--- config.mk ---
export PLATFORM = sky130hd
export DESIGN_NAME = tsse_front
export DESIGN_NICKNAME = d
export VERILOG_FILES = /design/src/rtl/tsse_pkg.sv /design/src/rtl/tsse_front.sv
export SDC_FILE = /design/constraint.sdc
export NUM_CORES = 1
export LEC_CHECK = 0
export ABC_AREA = 1
export ABC_CLOCK_PERIOD_IN_PS = 16000
export BUFFER_PORTS_ARGS = -buffer_cell sky130_fd_sc_hd__buf_2
export CORE_MARGIN = 8
export CORE_UTILIZATION = 25
export CTS_CLUSTER_DIAMETER = 40
export DETAILED_ROUTE_END_ITERATION = 16
export GPL_TIMING_DRIVEN = 0
export PLACE_DENSITY = 0.57
export SLEW_MARGIN = 20
export SYNTH_ARGS = -nofsm -noshare
export SYNTH_HDL_FRONTEND = slang
export SYNTH_SLANG_ARGS = --single-unit
--- constraint.sdc ---
create_clock -name aclk -period 16 [get_ports aclk]
set_clock_uncertainty 0.15 [all_clocks]
set_input_delay 2.4 -clock aclk [delete_from_list [all_inputs] [get_ports aclk]]
set_output_delay 2.4 -clock aclk [all_outputs]
set_load 0.01 [all_outputs]
--- src/rtl/tsse_pkg.sv ---
// tsse_pkg: shared types, widths and register codes of the truncated sampson error block
// no dependencies; used by every module under rtl by scoped names
package tsse_pkg;

    localparam int COORD_WIDTH = 32;      // saturation width of input coordinates
    localparam int DATA_W      = 32;      // port width of one coordinate and of the residual
    localparam int POSE_W      = 31;      // Q1.30 pose components
    localparam int ENT_W       = 32;      // essential matrix entries, Q24
    localparam int ROT_W       = 34;      // rotation entries, Q30
    localparam int NUM_REGS    = 8;
    localparam int ADDR_W      = 5;
    localparam int LO_EXP      = 27;      // normalized maximum lies in [2^27, 2^28)
    localparam int SAT_EXP     = 45;      // scaled third entry limit
    localparam int SQ_W        = 59;      // scaled sum of squares
    localparam int SQRT_STEPS  = 30;      // root bits of a SQ_W-bit radicand
    localparam int ROOT_W      = 30;
    localparam int DIV_STEPS   = 64 - LO_EXP;
    localparam int FIFO_DEPTH  = 4;
    localparam int FIFO_AW     = 2;
    localparam int SETTLE_CYCLES = 6;     // pose pipeline refresh after a register write
    localparam int SETTLE_W    = 3;

    localparam int USER_TRUNC = 0;
    localparam int USER_DEGEN = 1;

    localparam logic signed [POSE_W-1:0] POSE_ONE_RESET = 31'sh3FFF_FFFF;
    localparam logic signed [DATA_W-1:0] CLAMP_RESET    = -32'sd65536;
    localparam logic signed [DATA_W-1:0] RES_MAX        = 32'sh7FFF_FFFF;
    localparam logic signed [DATA_W-1:0] RES_MIN        = 32'sh8000_0000;

    typedef enum logic [2:0] {
        REG_ROT_QX,
        REG_ROT_QY,
        REG_ROT_QZ,
        REG_ROT_QW,
        REG_TRANS_X,
        REG_TRANS_Y,
        REG_TRANS_Z,
        REG_CLAMP_LEVEL
    } tsse_reg_t;

    typedef struct packed {
        logic signed [DATA_W-1:0] first_x;
        logic signed [DATA_W-1:0] first_y;
        logic signed [DATA_W-1:0] second_x;
        logic signed [DATA_W-1:0] second_y;
    } tsse_item_t;

    typedef struct packed {
        logic signed [POSE_W-1:0] qx;
        logic signed [POSE_W-1:0] qy;
        logic signed [POSE_W-1:0] qz;
        logic signed [POSE_W-1:0] qw;
        logic signed [POSE_W-1:0] tx;
        logic signed [POSE_W-1:0] ty;
        logic signed [POSE_W-1:0] tz;
    } tsse_pose_t;

    // entry (i,j) of E at index 3*i+j
    typedef logic [8:0][ENT_W-1:0] tsse_emat_t;

    typedef struct packed {
        logic degen;
        logic sat;
        logic v2pos;
        logic neg;
    } tsse_flags_t;

    function automatic logic signed [DATA_W-1:0] coord_sat(input logic signed [DATA_W-1:0] v);
        logic signed [63:0] wide;
        logic signed [63:0] lim;
        begin
            wide = 64'(v);
            lim  = 64'sd1 <<< (COORD_WIDTH - 1);
            if (COORD_WIDTH < DATA_W) begin
                if (wide >= lim) begin
                    wide = lim - 64'sd1;
                end
                if (wide < -lim) begin
                    wide = -lim;
                end
            end
            return DATA_W'(wide);
        end
    endfunction

endpackage

--- src/rtl/tsse_front.sv ---
// tsse_front: input stage, takes stream transactions and saturates the coordinates
// depends on tsse_pkg; feeds tsse_fifo
module tsse_front (
    input  logic                 aclk,
    input  logic                 aresetn,
    input  logic                 s_tvalid,
    output logic                 s_tready,
    input  logic [127:0]         s_tdata,
    input  logic                 hold,
    input  logic                 fifo_full,
    output logic                 push,
    output tsse_pkg::tsse_item_t item
);

    logic                 fv_reg, fv_next;
    tsse_pkg::tsse_item_t item_reg;
    logic                 accept;

    assign s_tready = (!fv_reg || !fifo_full) && !hold;
    assign accept   = s_tvalid && s_tready;
    assign push     = fv_reg && !fifo_full;
    assign item     = item_reg;

    always_comb begin
        fv_next = fv_reg;
        if (accept) begin
            fv_next = 1'b1;
        end else if (push) begin
            fv_next = 1'b0;
        end
    end

    always_ff @(posedge aclk) begin
        if (!aresetn) begin
            fv_reg <= 1'b0;
        end else begin
            fv_reg <= fv_next;
        end
    end

    always_ff @(posedge aclk) begin
        if (accept) begin
            item_reg.first_x  <= tsse_pkg::coord_sat(s_tdata[31:0]);
            item_reg.first_y  <= tsse_pkg::coord_sat(s_tdata[63:32]);
            item_reg.second_x <= tsse_pkg::coord_sat(s_tdata[95:64]);
            item_reg.second_y <= tsse_pkg::coord_sat(s_tdata[127:96]);
        end
    end

endmodule

* Word-level counts from Yosys, hierarchy flattened
Index checks and enable logic that the tools add are counted.
Operators by class: muxes and demuxes 2, reductions and logical operators 8
Operators by type and width (number):
- $logic_and A1 B1 Y1 | 3
- $logic_not A1 Y1 | 3
- $mux W1 | 2
- $reduce_bool A2 Y1 | 1
- $logic_or A1 B1 Y1 | 1
Storage, ports and cells: flip-flop bits (word level) 129, bits of input ports 133, output and inout bits 130, logic and storage cells 15

* Longest topological paths before layout
depth after elaboration 5, depth in mapped cells 4, gate-level depth less buffers 4

* Worst setup path before layout
No wires, ideal clock.
path kind input to register, start point input port fifo_full, end point register item_reg, in the netlist item[0], enable pin, setup time 0.591 ns, arrival time 7.366 ns, required time 15.259 ns, path slack 7.893 ns, cell stages on the path 3, buffers on the path 0, cells stage by stage nand2_1 -> inv_1 -> nor3_2
Between the ends: cells in the longest elaborated chain, start to end 4
RTL lines:
- start, declared | line tsse_front.sv:10 | input logic fifo_full,
- $logic_not A1 Y1 | line tsse_front.sv:19 | assign s_tready = (!fv_reg || !fifo_full) && !hold;
- $logic_or A1 B1 Y1 | line tsse_front.sv:19
- $logic_and A1 B1 Y1 | line tsse_front.sv:19
- $logic_and A1 B1 Y1 | line tsse_front.sv:20 | assign accept = s_tvalid && s_tready;
- named net accept | line tsse_front.sv:17 | logic accept;
- end, declared | line tsse_front.sv:16 | tsse_pkg::tsse_item_t item_reg;
The timed path passes the listed nets, and every way through them passes these cells. A chain may end at the register's enable or synchronous reset.

* Worst setup path in the final report
start point input port fifo_full, end point output port s_tready
Between the ends: cells in the longest elaborated chain, start to end 3
RTL lines:
- $logic_not A1 Y1 | line tsse_front.sv:19
- $logic_or A1 B1 Y1 | line tsse_front.sv:19
- $logic_and A1 B1 Y1 | line tsse_front.sv:19
- end, declared | line tsse_front.sv:7 | output logic s_tready,
No other way between the ends.

==> run metrics <==
DRC errors left=0; Finished Layout Cells=roughly 650; fin area=just over 6000 um2; post-CTS setup buffer count=0; final worst path period share=between 30 and 40%; Max Freq=184 MHz; first-pass GRT wire length=16100 um; Tmin final=5.43 ns; leakage power=roughly 2.6 nW; worst slack, placed=10.57 ns; clock buffer depth=2; Syn Area/Cell=roughly 28 um2; reg2reg path depth=7; post-synth cell types=7; ANT nets after route=0; largest area contributor in the netlist=edfxtp_1; dpl cell area=5620 um2; top cells by area, synth=edfxtp_1 98%, dfxtp_1 0.51%, inv_1 0.38%; placed instance count=620; pin count of the biggest net entering global routing=20; Worst Hold Class=reg -> reg; post-CTS sizing=0; Clock Tree Root=clkbuf_16; Worst Path Max Fanout=2; count leader, synth=edfxtp_1; worst endpoint data arrival time=between 2 and 3 ns; Die Ht=141 um; Mapped Area=3910 um2; Worst VDD drop=slightly above 0.06 mV; Least-Margin Pin Slew=0.413 ns; Synthesis Warnings=0; RSZ-0062 raised after global routing=false; initial antenna violation count=0; status=complete, no violations; H-tree depth=4; crit-path most repeated cell=buf_2; Min Hold Slack=approximately 0.42 ns; final core occ=about two fifths; Seq cells post-synth=around 130; crit end category=output pin; grt total ovfl=0; hold depth=4; Placer Congestion=roughly 0.79; Total Nets Final=561; initial core utilization=between 20% and 30%; Final Max Slew Viols=0; Max-Cap Viols=0; Clock transition at path regs=0.06 ns; top_reg_cell synth=edfxtp_1; Worst path slowest cell=buf_2; cts hold-fix bufs=0; Synth Net Count=272; 1st-iter DRT viols=about 110; Core Region=about 15000 um2; die width=141 um; Hold Vio Cnt, Final=0; GRT Util Overall=10.9%; Post-synth ARST share=0%; top-area cell type share of the netlist area=a little over nine tenths; vias in the first global route=2836; latest clock arrival within the worst-skew pair=approximately 0.4 ns; Die Area=19900 um2; number of enable flip-flop cells after synthesis=128; clock sinks=129; row cnt=45; WL final=11100 um; register area share after synthesis=98.8%; # IOs=263; pwr/cell area=130 nW/um2; Mapped Cells=139; max reg flops=about 130; Setup-failing EPs final=0; setup slack after layout=10.57 ns; Port Buffers=approximately 260; Setup CP Type=in -> out; TritonCTS Buffers=17; detailed placement HPWL=9000 um; area growth from synthesis to layout=58.2%; startpoint types=primary input; worst rel slew slack=72.4%; drt wl/cell=between 15 and 20 um; DRT Pass-1 Iters=4; CP required=about 13 ns; CP max stage delay=~0.13 ns; CTS tree=done; total number of vias=2467; total power=804 uW; Fin Setup TNS=0 ns; share of layout cells above drive strength 1=around two thirds; DR vias/cell=3.77; Synth top cells by count=128 x edfxtp_1, 4 x inv_1, 2 x nand2_1, 2 x nor2_1; CP cell instances=buf_2 > nand2_1 > inv_1 > nor2_1 > buf_2
final cells by class:
type	count	area (um2)
fill	1439	9070
clock inverter	11	115
timing repair buffer	270	1440
tap	211	264
inverter	4	15.0
antenna	2	5.00
multi-input combinational	6	36.3
sequential	129	3860
clock buffer	21	440
worst max-delay path: cells and delay by family:
kind	cells	cell delay, ns
simple gates	2	0.15
buf+inv	3	0.32
layout by cell type (no fill, tap or decap), types with 3 or more instances in the layout:
master and instances:
clkinv_2 3, inv_1 4, clkbuf_16 17, buf_2 262
edfxtp_1 128, clkbuf_1 4, buf_8 7
worst paths after layout:
kind	start	end	slack (ns)
max	fifo_full	s_tready	10.57
min	fv_reg	fv_reg	0.42
max reg2reg	fv_reg	item[81]	13.95
min reg2reg	fv_reg	fv_reg	0.42
cell families (layout without fill, tap and decap cells):
logic type / count (synthesis) / in the layout / share of synthesized area, %
AO/OA/AOI/OAI: 1 / 1 / 0.128
AND/OR/NAND/NOR: 5 / 5 / 0.640
flip-flops: 129 / 129 / 98.8
buffers and inverters: 4 / 306 / 0.384
other: 0 / 2 / 0
where the power goes:
group          switching (mW)  leakage [nW]  internal [mW]  total (mW)
Clock                   0.135         0.266          0.227       0.363
Combinational          0.0256          1.13         0.0234      0.0490
Sequential            0.00313          1.21          0.389       0.392
Total                   0.164          2.60          0.640       0.804
routing by layer:
| layer | wire length (um) | global-route usage (%) |
|---|---|---|
| met5 | 0 | 0 |
| met1 | 4020 | 10.6 |
| met2 | 5530 | 17.8 |
| met3 | 1400 | 7.29 |
| met4 | 142 | 4.58 |
(Power assumes the default switching activity.)
