[src/rtl/tsse_pkg.sv]
// tsse_pkg: shared types, widths and register codes of the truncated sampson error block
// no dependencies; used by every module under rtl by scoped names
package tsse_pkg;

    localparam int COORD_WIDTH = 32;      // saturation width of input coordinates
    localparam int DATA_W      = 32;      // port width of one coordinate and of the residual
    localparam int POSE_W      = 31;      // Q1.30 pose components
    localparam int ENT_W       = 32;      // essential matrix entries, Q24
    localparam int ROT_W       = 34;      // rotation entries, Q30
    localparam int NUM_REGS    = 8;
    localparam int ADDR_W      = 5;
    localparam int LO_EXP      = 27;      // normalized maximum lies in [2^27, 2^28)
    localparam int SAT_EXP     = 45;      // scaled third entry limit
    localparam int SQ_W        = 59;      // scaled sum of squares
    localparam int SQRT_STEPS  = 30;      // root bits of a SQ_W-bit radicand
    localparam int ROOT_W      = 30;
    localparam int DIV_STEPS   = 64 - LO_EXP;
    localparam int FIFO_DEPTH  = 4;
    localparam int FIFO_AW     = 2;
    localparam int SETTLE_CYCLES = 6;     // pose pipeline refresh after a register write
    localparam int SETTLE_W    = 3;

    localparam int USER_TRUNC = 0;
    localparam int USER_DEGEN = 1;

    localparam logic signed [POSE_W-1:0] POSE_ONE_RESET = 31'sh3FFF_FFFF;
    localparam logic signed [DATA_W-1:0] CLAMP_RESET    = -32'sd65536;
    localparam logic signed [DATA_W-1:0] RES_MAX        = 32'sh7FFF_FFFF;
    localparam logic signed [DATA_W-1:0] RES_MIN        = 32'sh8000_0000;

    typedef enum logic [2:0] {
        REG_ROT_QX,
        REG_ROT_QY,
        REG_ROT_QZ,
        REG_ROT_QW,
        REG_TRANS_X,
        REG_TRANS_Y,
        REG_TRANS_Z,
        REG_CLAMP_LEVEL
    } tsse_reg_t;

    typedef struct packed {
        logic signed [DATA_W-1:0] first_x;
        logic signed [DATA_W-1:0] first_y;
        logic signed [DATA_W-1:0] second_x;
        logic signed [DATA_W-1:0] second_y;
    } tsse_item_t;

    typedef struct packed {
        logic signed [POSE_W-1:0] qx;
        logic signed [POSE_W-1:0] qy;
        logic signed [POSE_W-1:0] qz;
        logic signed [POSE_W-1:0] qw;
        logic signed [POSE_W-1:0] tx;
        logic signed [POSE_W-1:0] ty;
        logic signed [POSE_W-1:0] tz;
    } tsse_pose_t;

    // entry (i,j) of E at index 3*i+j
    typedef logic [8:0][ENT_W-1:0] tsse_emat_t;

    typedef struct packed {
        logic degen;
        logic sat;
        logic v2pos;
        logic neg;
    } tsse_flags_t;

    function automatic logic signed [DATA_W-1:0] coord_sat(input logic signed [DATA_W-1:0] v);
        logic signed [63:0] wide;
        logic signed [63:0] lim;
        begin
            wide = 64'(v);
            lim  = 64'sd1 <<< (COORD_WIDTH - 1);
            if (COORD_WIDTH < DATA_W) begin
                if (wide >= lim) begin
                    wide = lim - 64'sd1;
                end
                if (wide < -lim) begin
                    wide = -lim;
                end
            end
            return DATA_W'(wide);
        end
    endfunction

endpackage

[src/rtl/tsse_fifo.sv]
// tsse_fifo: short queue of correspondences between the input stage and the datapath
// depends on tsse_pkg
module tsse_fifo (
    input  logic                 aclk,
    input  logic                 aresetn,
    input  logic                 push,
    input  tsse_pkg::tsse_item_t push_item,
    output logic                 full,
    input  logic                 pop,
    output logic                 empty,
    output tsse_pkg::tsse_item_t head
);

    tsse_pkg::tsse_item_t                mem_reg [tsse_pkg::FIFO_DEPTH];
    logic [tsse_pkg::FIFO_AW-1:0]        wr_ptr_reg, wr_ptr_next;
    logic [tsse_pkg::FIFO_AW-1:0]        rd_ptr_reg, rd_ptr_next;
    logic [tsse_pkg::FIFO_AW:0]          count_reg, count_next;

    assign full  = count_reg == (tsse_pkg::FIFO_AW+1)'(tsse_pkg::FIFO_DEPTH);
    assign empty = count_reg == '0;
    assign head  = mem_reg[rd_ptr_reg];

    always_comb begin
        wr_ptr_next = push ? wr_ptr_reg + 1'b1 : wr_ptr_reg;
        rd_ptr_next = pop ? rd_ptr_reg + 1'b1 : rd_ptr_reg;
        count_next  = count_reg;
        if (push && !pop) begin
            count_next = count_reg + 1'b1;
        end else if (pop && !push) begin
            count_next = count_reg - 1'b1;
        end
    end

    always_ff @(posedge aclk) begin
        if (!aresetn) begin
            wr_ptr_reg <= '0;
            rd_ptr_reg <= '0;
            count_reg  <= '0;
        end else begin
            wr_ptr_reg <= wr_ptr_next;
            rd_ptr_reg <= rd_ptr_next;
            count_reg  <= count_next;
        end
    end

    always_ff @(posedge aclk) begin
        if (push) begin
            mem_reg[wr_ptr_reg] <= push_item;
        end
    end

endmodule

[config.mk]
export PLATFORM = sky130hd
export DESIGN_NAME = tsse_fifo
export DESIGN_NICKNAME = d
export VERILOG_FILES = /design/src/rtl/tsse_pkg.sv /design/src/rtl/tsse_fifo.sv
export SDC_FILE = /design/constraint.sdc
export NUM_CORES = 1
export LEC_CHECK = 0
export BUFFER_PORTS_ARGS = -buffer_cell sky130_fd_sc_hd__buf_2
export CORE_ASPECT_RATIO = 0.5
export CORE_MARGIN = 1
export CORE_UTILIZATION = 45
export CTS_CLUSTER_DIAMETER = 100
export DETAILED_ROUTE_END_ITERATION = 8
export GPL_TIMING_DRIVEN = 0
export PLACE_DENSITY = 0.72
export SYNTH_ARGS = -nofsm -noshare
export SYNTH_HDL_FRONTEND = slang
export SYNTH_SLANG_ARGS = --single-unit
[constraint.sdc]
create_clock -name aclk -period 11.9 [get_ports aclk]
set_input_delay 0.595 -clock aclk [delete_from_list [all_inputs] [get_ports aclk]]
set_output_delay 0.595 -clock aclk [all_outputs]
set_load 0.01 [all_outputs]
=== Word level (Yosys, flattened, before mapping) ===
Memory sizes are Yosys's and may differ from the RTL's. A register that Yosys moved wholly into a read port is not among the register bits.
Index checks and enable logic that the tools add are counted.

* Memory bits (writable): 512
* Memories: 1
* Flip-flop bits (word level): 7

{| class="wikitable"
|+ Memories
! memory !! depth !! bits a word !! rd ports !! clocked after memory_dff !! wr ports !! RTL line !! RTL
|-
| mem_reg || 4 || 128 || 1 || 1 || 1 || tsse_fifo.sv:14 || <nowiki>tsse_pkg::tsse_item_t mem_reg [tsse_pkg::FIFO_DEPTH];</nowiki>
|}

* Reductions and logical operators: 6
* Equal/unequal tests: 1
* Add/sub/neg operators: 4
* Muxes and demuxes: 6

{| class="wikitable"
|+ Operators with widths
! kind !! number
|-
| $mux 3 || 2
|-
| $add 2x1->2 const B || 2
|-
| $mux 2 || 2
|-
| $add 3x1->3 const B || 1
|-
| $eq 3x3->1 const B || 1
|-
| $logic_not 3->1 || 1
|-
| $sub 3x1->3 const B || 1
|-
| $logic_and 1x1->1 || 2
|-
| $logic_not 1->1 || 2
|-
| $mux 1 || 2
|-
| $reduce_bool 2->1 || 1
|}

=== Longest topological paths before layout ===
* Depth in word-level cells: 4
* Depth in mapped cells: 7
* Mapped depth without buffers: 7

=== Least setup slack after synthesis ===
OpenSTA, ideal clock, no wires.

* Path kind: input -> register
* From: input push
* To: memory mem_reg[0][0] (netlist name) (enable)
* Arrival time: 3.528 ns
* Stages on the path: 1
* Path buffers: 0
* Path slack: 7.870 ns
* Cells stage by stage: and2_1

* Longest elaborated chain between the ends: 2

{| class="wikitable"
|+ RTL lines
! what !! RTL line !! RTL
|-
| from (decl) || tsse_fifo.sv:6 || <nowiki>input logic push,</nowiki>
|-
| $mux 1 || tsse_fifo.sv:47 || <nowiki>if (push) begin</nowiki>
|-
| $mux 1 (not written as such) || tsse_fifo.sv:48 || <nowiki>mem_reg[wr_ptr_reg] <= push_item;</nowiki>
|-
| to (decl) || tsse_fifo.sv:14 ||
|}

No other way between the ends.

==> results.py <==
metrics = {
    "status": {
        "status": "finished, final reports clean",
    },
    "sta": {
        "rsz0062_at_grt": "false",
        "worstMarginPinSlew_ns": 0.756,
        "hold_viol": 0,
        "relSlewSlack_pct": 49.6,
        "slew_viol_final": 0,
        "setup_viol": 0,
        "setup-tns-final_ns": 0,
        "period_share_pct": 25.1,
        "min_period_ns": 2.99,
        "fin_skew_ns": 0.0150,
        "fmaxAchievable_ghz": 0.335,
    },
    "layout": {
        "finalNonFillerCells": 1635,
        "nets": 1166,
        "fill_cells": 3046,
        "largest_reg_flops": 512,
        "drive_gt1_share_pct": 46.1,
        "utilization_pct": 55.3,
        "areaGrowthSynthToFinish_pct": 19.3,
    },
    "critical_path": {
        "reg2reg_from": "wr_ptr_reg[0]",
        "cp.required_ns": 11.31,
        "crit_path_start_kind": "flip-flop",
        "worst_ep_arrival_time_ns": 2.39,
        "r2r_slack_ns": 9.99,
        "worstSetupEndpointType": "primary output",
        "path_max_fanout": 10,
        "worst-setup-path-type": "flip-flop to primary output",
    },
    "placed_design": {
        "gp_congestion": 0.740,
        "place.detailed.instances": 1547,
        "hpwl_mm": 23.5,
        "port_buffers": 261,
    },
    "job": {
        "drv_cap": 0,
    },
    "synth": {
        "ys_warn_count": 0,
        "synth-adder-area-share_pct": 0.434,
        "synth-seq-area-share_pct": 81.8,
        "synth.distinct_cells": 21,
        "synth_flop_cell": "edfxtp_1",
        "synthSimpleGateAreaFrac_pct": 0.480,
        "ys_ff_latch": 521,
        "synth_area_leaders": "edfxtp_1, mux4_2, buf_12",
        "synth_top_family_by_area": "multiplexers",
        "yosysMostFrequentCell": "edfxtp_1",
        "synth_commonest_cells": "edfxtp_1, mux4_2, buf_2",
        "synth-compound-area-share_pct": 0.0658,
        "synth_edf_count": 512,
        "synth.net_count": 849,
        "synth-xor-area-share_pct": 0.230,
        "synthesis.area_sq_um": 19000,
        "synth_top_area_share_pct": 80.8,
        "synth_area_per_cell_sq_um": 26.7,
        "synth_mux_area_share_pct": 15.3,
        "syn_inst": 711,
        "yosysTopAreaCell": "edfxtp_1",
        "synthArstFlopShare_pct": 0,
    },
    "min_path": {
        "min-delay-start": "push_item[50]",
        "hold_path_class": "input pin to flip-flop",
    },
    "route": {
        "drtAntennaViolNets": 0,
        "wl_per_cell_um": 22.3,
        "drc": 0,
        "first_pass_iters": 4,
        "routed_wl_mm": 36.5,
        "vias": 8411,
        "drt_iter0_markers": 590,
        "vias_per_cell": 5.14,
    },
    "floorplan": {
        "ios": 262,
        "start_util_pct": 46.3,
        "dieHeight_um": 147,
        "num_rows": 52,
        "die_w_um": 293,
        "design.core.area_sq_um": 41100,
        "dieArea_sq_um": 43100,
    },
    "cts": {
        "htree_num_levels": 2,
        "cts_tree": "built",
        "cts_inserted_buffers": 46,
        "root_buffer": "clkbuf_16",
        "cts.path.max_buffers": 3,
        "path_clk_slew_ns": 0.07,
        "postCtsSetupBuffers": 0,
        "insertion_delay_ns": 0.56,
        "clkSinkCount": 521,
        "postCtsHoldBufs": 0,
        "cts_resized": 0,
    },
    "grt": {
        "grt_max_degree": 58,
        "grt_pass1_vias": 9098,
        "grt_usage_pct": 17.1,
        "grt_pass1_wl_mm": 55.0,
        "overflow": 0,
        "antenna_found_initial": 5,
    },
    "power_and_ir_drop": {
        "p_leak_nw": 7.61,
        "ir_worst_vdd_uv": 92.1,
        "p_per_area_nw_per_um2": 174,
    },
}
## critical path: stages (launching register included)
cell and delay (ns):
dfxtp_1 0.32, clkbuf_1 0.58, buf_2 0.41, mux4_2 0.36
buf_2 0.17
## cells by family after synthesis
kind of cell	after synthesis
buffers and inverters	32
DFF	521
muxes	130
adders and majority gates	6
xor gates and xnor gates	5
and+or+nand+nor	15
AOI/OAI and AO/OA	2
## metrics by stage
stage | hold WS, ns | area, sq um | total power, mW | setup WS (ns)
detailed placement | 0.561 | 21300 | 2.59 | 9.42
global route | 0.227 | 22700 | 4.09 | 8.76
CTS | 0.218 | 22700 | 4.00 | 8.80
global placement | 0.491 | 21000 | 2.58 | 5.42
finish | 0.249 | 22700 | 3.95 | 8.91
floorplan | 0.472 | 19000 | 2.41 | 7.87
## routing by layer
metal  global-route usage (%)  up-vias  routed length, um
met1                     20.6     4467              14000
li1                         -     3721                  -
met5                        0        -                  0
met4                     6.62        0               1030
met2                     31.1      152              20300
met3                     2.83       71               1210
## cell type report
cell class / instances / area [sq um] / area share [%]
Multi-Input combinational cell: 158 / 3140 / 13.9
Antenna cell: 5 / 12.5 / 0.0551
Clock inverter: 25 / 200 / 0.882
Sequential cell: 521 / 15600 / 68.5
Timing Repair Buffer: 269 / 1530 / 6.73
Inverter: 4 / 15.0 / 0.0662
Buffer: 28 / 314 / 1.38
Tap cell: 567 / 709 / 3.13
Clock buffer: 58 / 1220 / 5.36
## final timing paths
path	to	depth (start not counted)
worst min-delay path	mem_reg[2][50]	1
worst min register to register	wr_ptr_reg[1]	2
worst max-delay path	head[62]	4
worst max register to register	mem_reg[2][87]	4
## cells in the final DEF (no fill, tap or decap), types with 5 or more instances in the layout
cell type,instances
edfxtp_1,512
dfxtp_1,9
clkbuf_1,12
clkinv_2,8
buf_16,8
buf_2,274
clkinv_1,10
and2_1,5
mux4_2,128
clkbuf_16,47
ha_1,5
diode_2,5
buf_12,10
## where the power goes
group / internal (mW) / switching (mW)
Combinational: 0.192 / 0.218
Clock: 0.790 / 0.627
Sequential: 2.11 / 0.0196
(Power assumes the default switching activity.)
